## src/design/raster_neighbour_pair_generator_macros.svh

```systemverilog
// assertion macros shared by the raster neighbour pair generator rtl
`ifndef RASTER_NEIGHBOUR_PAIR_GENERATOR_MACROS_SVH
`define RASTER_NEIGHBOUR_PAIR_GENERATOR_MACROS_SVH

// same-cycle implication, quiet while reset is high
`define RNPG_ASSERT_IMPL(label, clk, rst, cond, prop) \
   label: assert property (@(posedge clk) disable iff (rst) (cond) |-> (prop)) \
      else $error("rnpg same-cycle check failed");

// next-cycle implication, quiet while reset is high
`define RNPG_ASSERT_NEXT(label, clk, rst, cond, prop) \
   label: assert property (@(posedge clk) disable iff (rst) (cond) |=> (prop)) \
      else $error("rnpg next-cycle check failed");

`endif

```

## src/design/rnpg_pkg.sv

```systemverilog
// shared constants for the raster neighbour pair generator
`default_nettype none
package rnpg_pkg;

   localparam int ID_BITS    = 32;
   localparam int DIR_BITS   = 3;
   localparam int NUM_DIRS   = 8;
   localparam int CSR_IDX_BITS = 2;

   // register indexes on the csr port
   localparam logic [CSR_IDX_BITS-1:0] REG_COLUMN_COUNT = 2'd0;
   localparam logic [CSR_IDX_BITS-1:0] REG_CELL_COUNT   = 2'd1;
   localparam logic [CSR_IDX_BITS-1:0] REG_EIGHT_WAY    = 2'd2;

   // direction codes, bit k of the masks below is direction k
   typedef enum logic [DIR_BITS-1:0] {
      DIR_TOPL  = 3'd0,
      DIR_TOP   = 3'd1,
      DIR_TOPR  = 3'd2,
      DIR_LEFT  = 3'd3,
      DIR_RIGHT = 3'd4,
      DIR_BOTL  = 3'd5,
      DIR_BOT   = 3'd6,
      DIR_BOTR  = 3'd7
   } dir_type;

   typedef logic [NUM_DIRS-1:0] dir_mask_type;

   localparam dir_mask_type FOUR_WAY_MASK = dir_mask_type'((1 << DIR_TOP) | (1 << DIR_LEFT)
                                           | (1 << DIR_RIGHT) | (1 << DIR_BOT));
   localparam dir_mask_type LEFT_MASK  = dir_mask_type'((1 << DIR_TOPL) | (1 << DIR_LEFT)
                                           | (1 << DIR_BOTL));
   localparam dir_mask_type RIGHT_MASK = dir_mask_type'((1 << DIR_TOPR) | (1 << DIR_RIGHT)
                                           | (1 << DIR_BOTR));
   localparam dir_mask_type UP_MASK    = dir_mask_type'((1 << DIR_TOPL) | (1 << DIR_TOP)
                                           | (1 << DIR_TOPR));
   localparam dir_mask_type DOWN_MASK  = dir_mask_type'((1 << DIR_BOTL) | (1 << DIR_BOT)
                                           | (1 << DIR_BOTR));

endpackage
`default_nettype wire

```

## src/design/rnpg_rem_pipe.sv

```systemverilog
// pipelined restoring remainder unit, one quotient bit per stage
`default_nettype none
module rnpg_rem_pipe #(
   parameter int CELL_BITS = 24
) (
   input  wire logic                        clock,
   input  wire logic                        reset,
   input  wire logic                        advance,
   input  wire logic                        in_valid,
   input  wire logic [CELL_BITS-1:0]        in_cell,
   input  wire logic [rnpg_pkg::ID_BITS-1:0] in_id,
   input  wire logic [CELL_BITS-1:0]        divisor,
   output logic                             out_valid,
   output logic [CELL_BITS-1:0]             out_cell,
   output logic [rnpg_pkg::ID_BITS-1:0]     out_id,
   output logic [CELL_BITS-1:0]             out_rem
);
   import rnpg_pkg::*;

   localparam int RW = CELL_BITS + 1;

   logic                 vld_ff  [CELL_BITS];
   logic [CELL_BITS-1:0] cell_ff [CELL_BITS];
   logic [ID_BITS-1:0]   id_ff   [CELL_BITS];
   logic [RW-1:0]        rem_ff  [CELL_BITS];
   logic [RW-1:0]        rem_in  [CELL_BITS];

   for (genvar k = 0; k < CELL_BITS; k++) begin : g_stage
      logic                 prev_vld;
      logic [CELL_BITS-1:0] prev_cell;
      logic [ID_BITS-1:0]   prev_id;
      logic [RW-1:0]        prev_rem;
      logic [RW-1:0]        trial;

      if (k == 0) begin : g_first
         assign prev_vld  = in_valid;
         assign prev_cell = in_cell;
         assign prev_id   = in_id;
         assign prev_rem  = '0;
      end else begin : g_rest
         assign prev_vld  = vld_ff[k-1];
         assign prev_cell = cell_ff[k-1];
         assign prev_id   = id_ff[k-1];
         assign prev_rem  = rem_ff[k-1];
      end

      // shift in the next dividend bit, subtract when it fits
      assign trial     = {prev_rem[RW-2:0], prev_cell[CELL_BITS-1-k]};
      assign rem_in[k] = (trial >= {1'b0, divisor}) ? trial - {1'b0, divisor} : trial;

      always_ff @(posedge clock) begin
         if (reset) begin
            vld_ff[k] <= 1'b0;
         end else if (advance) begin
            vld_ff[k] <= prev_vld;
         end
         if (advance) begin
            cell_ff[k] <= prev_cell;
            id_ff[k]   <= prev_id;
            rem_ff[k]  <= rem_in[k];
         end
      end
   end

   assign out_valid = vld_ff[CELL_BITS-1];
   assign out_cell  = cell_ff[CELL_BITS-1];
   assign out_id    = id_ff[CELL_BITS-1];
   assign out_rem   = rem_ff[CELL_BITS-1][CELL_BITS-1:0];

endmodule
`default_nettype wire

```

## src/design/raster_neighbour_pair_generator.sv

```systemverilog
// top level of the raster neighbour pair generator
// a request passes the remainder pipe, then the emitter, then the response registers;
// the emitter takes a new item only when at most one beat of the last is left to send,
// each item having up to 8 results; busy is high while the emitter has two or more beats left to send
// reset: synchronous, clears pipeline valids and the emitter, csr regs go to 1/1/1
`default_nettype none
`include "raster_neighbour_pair_generator_macros.svh"
module raster_neighbour_pair_generator #(
   parameter int CELL_BITS = 24
) (
   input  wire logic                            clock,
   input  wire logic                            reset,
   // csr write port
   input  wire logic                            csr_write,
   input  wire logic [rnpg_pkg::CSR_IDX_BITS-1:0] csr_index,
   input  wire logic [CELL_BITS-1:0]            csr_wdata,
   // request channel
   input  wire logic                            start,
   output logic                                 busy,
   input  wire logic [CELL_BITS-1:0]            req_source_cell,
   input  wire logic [rnpg_pkg::ID_BITS-1:0]    req_event_id,
   // response channel
   output logic                                 rsp_valid,
   output logic [CELL_BITS-1:0]                 rsp_from_cell,
   output logic [CELL_BITS-1:0]                 rsp_to_cell,
   output logic [rnpg_pkg::ID_BITS-1:0]         rsp_event_tag,
   output logic [rnpg_pkg::DIR_BITS-1:0]        rsp_direction,
   output logic                                 rsp_last
);
   import rnpg_pkg::*;

   // signed width for candidate indexes: cell +/- columns +/- 1 with no wrap
   localparam int W = CELL_BITS + 2;

   // csr registers
   logic [CELL_BITS-1:0] column_count_ff;
   logic [CELL_BITS-1:0] cell_count_ff;
   logic                 eight_way_ff;
   logic [CELL_BITS-1:0] cols_eff;

   // remainder pipe outputs
   logic                 rp_valid;
   logic [CELL_BITS-1:0] rp_cell;
   logic [ID_BITS-1:0]   rp_id;
   logic [CELL_BITS-1:0] rp_rem;

   // neighbour mask and targets formed from the pipe output
   dir_mask_type         keep_in;
   logic [CELL_BITS-1:0] to_in [NUM_DIRS];

   // emitter: holds one cell and sends one beat per pending direction
   dir_mask_type         em_mask_ff;
   logic [CELL_BITS-1:0] em_cell_ff;
   logic [ID_BITS-1:0]   em_id_ff;
   logic [CELL_BITS-1:0] em_to_ff [NUM_DIRS];
   logic [DIR_BITS-1:0]  pick;
   dir_mask_type         rest;
   logic                 advance;

   logic                 rsp_valid_ff;
   logic [CELL_BITS-1:0] rsp_from_ff;
   logic [CELL_BITS-1:0] rsp_to_ff;
   logic [ID_BITS-1:0]   rsp_tag_ff;
   logic [DIR_BITS-1:0]  rsp_dir_ff;
   logic                 rsp_last_ff;

   // csr writes; index 3 is ignored
   always_ff @(posedge clock) begin
      if (reset) begin
         column_count_ff <= CELL_BITS'(1);
         cell_count_ff   <= CELL_BITS'(1);
         eight_way_ff    <= 1'b1;
      end else if (csr_write) begin
         unique case (csr_index)
            REG_COLUMN_COUNT: column_count_ff <= csr_wdata;
            REG_CELL_COUNT:   cell_count_ff   <= csr_wdata;
            REG_EIGHT_WAY:    eight_way_ff    <= csr_wdata[0];
            default: ;
         endcase
      end
   end

   // zero columns behaves as one column
   assign cols_eff = (column_count_ff == '0) ? CELL_BITS'(1) : column_count_ff;

   // cell mod columns, one bit per stage; the whole pipe moves with advance
   rnpg_rem_pipe #(
      .CELL_BITS (CELL_BITS)
   ) u_rem_pipe (
      .clock     (clock),
      .reset     (reset),
      .advance   (advance),
      .in_valid  (start && advance),
      .in_cell   (req_source_cell),
      .in_id     (req_event_id),
      .divisor   (cols_eff),
      .out_valid (rp_valid),
      .out_cell  (rp_cell),
      .out_id    (rp_id),
      .out_rem   (rp_rem)
   );

   // candidate index per direction, then edge wrap and range filtering
   always_comb begin
      logic signed [W-1:0] cell_s;
      logic signed [W-1:0] cols_s;
      logic signed [W-1:0] cand;
      logic                left_block;
      logic                right_block;
      cell_s      = $signed({2'b00, rp_cell});
      cols_s      = $signed({2'b00, cols_eff});
      left_block  = (rp_rem == CELL_BITS'(1));
      right_block = (rp_rem == '0);
      for (int k = 0; k < NUM_DIRS; k++) begin
         cand = cell_s;
         if (UP_MASK[k]) begin
            cand = cand - cols_s;
         end else if (DOWN_MASK[k]) begin
            cand = cand + cols_s;
         end
         if (LEFT_MASK[k]) begin
            cand = cand - W'(1);
         end else if (RIGHT_MASK[k]) begin
            cand = cand + W'(1);
         end
         keep_in[k] = rp_valid
                    && (eight_way_ff || FOUR_WAY_MASK[k])
                    && !(LEFT_MASK[k] && left_block)
                    && !(RIGHT_MASK[k] && right_block)
                    && (cand >= W'(1))
                    && (cand <= $signed({2'b00, cell_count_ff}));
         to_in[k] = cand[CELL_BITS-1:0];
      end
   end

   // lowest pending direction goes out first, which keeps the code order
   always_comb begin
      logic found;
      found = 1'b0;
      pick  = '0;
      for (int k = 0; k < NUM_DIRS; k++) begin
         if (em_mask_ff[k] && !found) begin
            pick  = DIR_BITS'(k);
            found = 1'b1;
         end
      end
      rest = em_mask_ff & ~(dir_mask_type'(1) << pick);
   end

   // the emitter frees up when at most one beat is left
   assign advance = (rest == '0);
   assign busy    = !advance;

   always_ff @(posedge clock) begin
      if (reset) begin
         em_mask_ff   <= '0;
         rsp_valid_ff <= 1'b0;
      end else begin
         em_mask_ff   <= advance ? keep_in : rest;
         rsp_valid_ff <= (em_mask_ff != '0);
      end
      if (advance) begin
         em_cell_ff <= rp_cell;
         em_id_ff   <= rp_id;
         for (int k = 0; k < NUM_DIRS; k++) begin
            em_to_ff[k] <= to_in[k];
         end
      end
      rsp_from_ff <= em_cell_ff;
      rsp_to_ff   <= em_to_ff[pick];
      rsp_tag_ff  <= em_id_ff;
      rsp_dir_ff  <= pick;
      rsp_last_ff <= (rest == '0);
   end

   assign rsp_valid     = rsp_valid_ff;
   assign rsp_from_cell = rsp_from_ff;
   assign rsp_to_cell   = rsp_to_ff;
   assign rsp_event_tag = rsp_tag_ff;
   assign rsp_direction = rsp_dir_ff;
   assign rsp_last      = rsp_last_ff;

   // beats of one cell come back to back until the last one
   `RNPG_ASSERT_NEXT(a_beats_contiguous, clock, reset, rsp_valid && !rsp_last, rsp_valid)
   // a stall only happens while beats are flowing
   `RNPG_ASSERT_NEXT(a_busy_emits, clock, reset, busy, rsp_valid)
   // a kept neighbour is never cell zero
   `RNPG_ASSERT_IMPL(a_to_nonzero, clock, reset, rsp_valid, rsp_to_cell != '0)

endmodule
`default_nettype wire
```

## config.mk

```make
export PLATFORM = sky130hd
export DESIGN_NAME = raster_neighbour_pair_generator
export DESIGN_NICKNAME = d
export VERILOG_FILES = /design/src/design/rnpg_pkg.sv /design/src/design/rnpg_rem_pipe.sv /design/src/design/raster_neighbour_pair_generator.sv
export VERILOG_INCLUDE_DIRS = /design/src /design/src/design
export SDC_FILE = /design/constraint.sdc
export NUM_CORES = 2
export LEC_CHECK = 0
export ABC_AREA = 1
export ABC_CLOCK_PERIOD_IN_PS = 75100
export BUFFER_PORTS_ARGS = -buffer_cell sky130_fd_sc_hd__buf_2
export CAP_MARGIN = 10
export CORE_MARGIN = 2
export CORE_UTILIZATION = 46
export CTS_CLUSTER_DIAMETER = 200
export DETAILED_ROUTE_END_ITERATION = 6
export PLACE_DENSITY_LB_ADDON = 0.12
export SLEW_MARGIN = 20
export SYNTH_ARGS = -nofsm -noshare
export SYNTH_HDL_FRONTEND = slang
export SYNTH_SLANG_ARGS = --single-unit
```

## constraint.sdc

```tcl
create_clock -name clock -period 75.1 [get_ports clock]
set_input_delay 18.775 -clock clock [delete_from_list [all_inputs] [get_ports clock]]
set_output_delay 18.775 -clock clock [all_outputs]
set_load 0.02 [all_outputs]
```

==> reports/metrics.cfg <==
[status]
status = finished, final reports clean

[synthesis]
synth_cells = 10262
yosys.area.top_type = edfxtp_1
synth_edf_count = 2189
async_flop_share = 0
syn_area_um2 = 114000
ys_types = 69
synth_top_family_by_area = simple AND/OR/NAND/NOR gates
synth_compound_area_frac = 0.0979
ys_seq_area_frac = 0.600
synth_nets = 11187
yosys.area.top_type_share = 0.575
ys_warn_count = 0
synth-xor-area-share = 0.0427
yosys.area_share.simple = 0.132
synthMuxAreaShare = 0
ys_ff_latch = 2331
synth-adder-area-share = 0.0934
avgSynthCellArea_um2 = 11.1
synth_top_cells_by_count = edfxtp_1, nand2_1, o21ai_0
synthTopCellsByArea = edfxtp_1, ha_1, nand2_1, o21ai_0, a21oi_1
yosysMostFrequentCell = edfxtp_1
synth_ff_type = edfxtp_1

[pwr]
seqPwrFrac = 0.369
powerDensity_nw_per_um2 = 43.2
total_power_uw = 5530
power_frac_comb = 0.405
p_leak_uw = 0.0515
internal_power_uw = 3410
p_switching_uw = 2110
swShare = 0.382
peakVddDrop_mv = 0.0252
p_clk_frac = 0.226

[sta]
holdWs_ns = 0.310
max_slew_margin = 0.206
fin_skew_ns = 0.0853
min_period_ns = 21.57
setup_tns_ns = 0
tightest_slew_ns = 1.19
hold_viol = 0
finalSetupViolations = 0
max_clock_freq_mhz = 46.4
setup_ws_ns = 53.53
drv_slew = 0
finalCritPeriodShare = 0.287
rsz0062_at_grt = false

[worst_hold_path]
hold_start = em_id_ff[14]
min_to = rsp_event_tag[14]
holdCritPathClass = flip-flop to flip-flop
hold_path_depth = 0

[setup_path]
required_ns = 56.33
r2r_slack_ns = 68.17
rr_startpoint = column_count_ff[8]
crit_path_end_kind = output port
critPathArrivalTime_ns = 2.80
reg2reg_to = em_mask_ff[7]
path_common_cell = nor2_1
slowest_stage = nand2b_1
worst-path-buf-inv = 1
path_delay_family = simple AND/OR/NAND/NOR gates
path_cells = nor2_1 -> nand2_1 -> nor2_1 -> nand2_1 -> nor2_1 -> nor2_1 -> nor3_1 -> nand2b_1 -> buf_2
startpoint_type = flip-flop
ff2ff_path_depth = 29
critPathKind = flip-flop to output port
worstPathMaxFanout = 6
critical-path-max-stage-delay_ns = 0.34

[floorplan]
die_w_um = 503
rows = 183
die-area_um2 = 253000
core_um2 = 248000
die_h_um = 503
initial_utilization = 0.461
ios = 172

[grt]
antenna_found_initial = 6
grt_max_degree = 200
grt_overflow = 0
grt_pass1_vias = 74138
grt_usage = 0.247
grt_pass1_wl_um = 467000

[drt]
drt_iter0_drc = 6694
vias = 77159
post_drt_wl_per_cell_um = 22.4
ant_nets = 0
via_per_inst = 5.45
wl_um = 318000
drc = 0
first_pass_iters = 6

[cts]
max-clock-path-buffers = 4
cts_inserted_buffers = 277
clkSlewWorstSetupHoldPaths_ns = 0.06
cts_tree = yes
cts_resized = 0
cts_sinks = 2331
cts_root_buf = clkbuf_16
cts_setup_buffers = 0
ctsHoldBuffers = 0
insertion_delay_ns = 0.92
htreeDepth = 5

[layout]
fin_util = 0.516
areaGrowthSynthToFinish_pct = 11.9
layout.nets = 11569
fillers = 21818
drive_above_1_share = 0.0792

[placed_design]
place.gp.congestion = 0.955
place_hpwl_um = 227000
portBuffers = 171
place_ws_ns = 52.90

[run]
maxCapViolCount = 0

layer usage:
metal / track usage / up-vias / share of wire / wire [µm]
li1: - / 37443 / - / -
met1: 0.323 / 37166 / 0.43 / 136000
met2: 0.417 / 1970 / 0.48 / 152000
met3: 0.0302 / 580 / 0.047 / 15000
met4: 0.102 / 0 / 0.045 / 14200
met5: 0 / - / 0 / 0
cell type report:
cell class / count / area [µm²] / share of cell area
flip-flops and latches: 2331 / 68600 / 0.536
diodes: 5 / 12.5 / 0.0000978
clock buffers: 355 / 7470 / 0.0583
clock inverters: 114 / 915 / 0.00715
multi-input cells: 6905 / 41900 / 0.327
well taps: 3330 / 4170 / 0.0326
repair buffers: 287 / 1770 / 0.0138
inverters: 842 / 3170 / 0.0248
layout by cell type, fill, tap and decap left out, types with 53 or more instances in the layout:
master,count
o21ai_0,844
xor2_1,215
inv_1,795
clkbuf_1,64
buf_4,112
nand4_1,141
o21a_1,53
nor2_1,519
buf_2,171
nand3_1,369
dfxtp_1,141
clkbuf_16,286
a21o_1,64
a31oi_1,71
ha_1,814
nand2_1,2056
nor4_1,69
edfxtp_1,2189
xnor2_1,335
a21oi_1,730
nand2_2,55
nor3_1,124
flip-flops by register name (all words and copies together) (netlist names):
| name | count |
|---|---|
| column_count_ff | 24 |
| em_id_ff | 32 |
| u_rem_pipe.cell_ff | 576 |
| u_rem_pipe.id_ff | 768 |
| em_mask_ff | 8 |
| rsp_event_tag | 32 |
| em_cell_ff | 24 |
| u_rem_pipe.vld_ff | 24 |
| eight_way_ff | 1 |
| u_rem_pipe.rem_ff | 576 |
| rsp_direction | 3 |
| rsp_from_cell | 24 |
| em_to_ff | 189 |
| cell_count_ff | 24 |
| rsp_valid | 1 |
| rsp_last | 1 |
| rsp_to_cell | 24 |
cell families after synthesis:
logic type / after synthesis
buf+inv: 1026
fa+ha+maj: 839
xor+xnor: 553
compound gates: 2025
simple gates: 3488
flops: 2331
power groups by stage:
stage | Combinational (µW) | Sequential [µW] | Clock, µW
after global routing | 2520 | 2070 | 1330
final | 2240 | 2040 | 1250
after CTS | 2230 | 2040 | 1280
after floorplan | 1620 | 2000 | 0
after detailed placement | 2220 | 2070 | 0
after global placement | 2200 | 2060 | 0
metrics by stage:
stage          instance area, µm²  instances
3_5_place_dp               120000      13695
2_1_floorplan              114000      10262
6_report                   128000      14169
4_1_cts                    128000      14164
5_1_grt                    128000      14165
3_3_place_gp               120000      13695
worst max-delay path by stage:
stage	startpoint	to	slack, ns	depth (start not counted)
after floorplan	em_mask_ff[2]	rsp_last	27.35	10
after global placement	req_source_cell[23]	u_rem_pipe.rem_ff[0][3]	53.08	14
after detailed placement	req_source_cell[23]	u_rem_pipe.rem_ff[0][21]	52.90	14
after CTS	em_mask_ff[2]	busy	53.51	9
after global routing	em_mask_ff[2]	busy	53.25	9
final	em_mask_ff[2]	busy	53.53	9
Power figures use the tool's default switching activity.
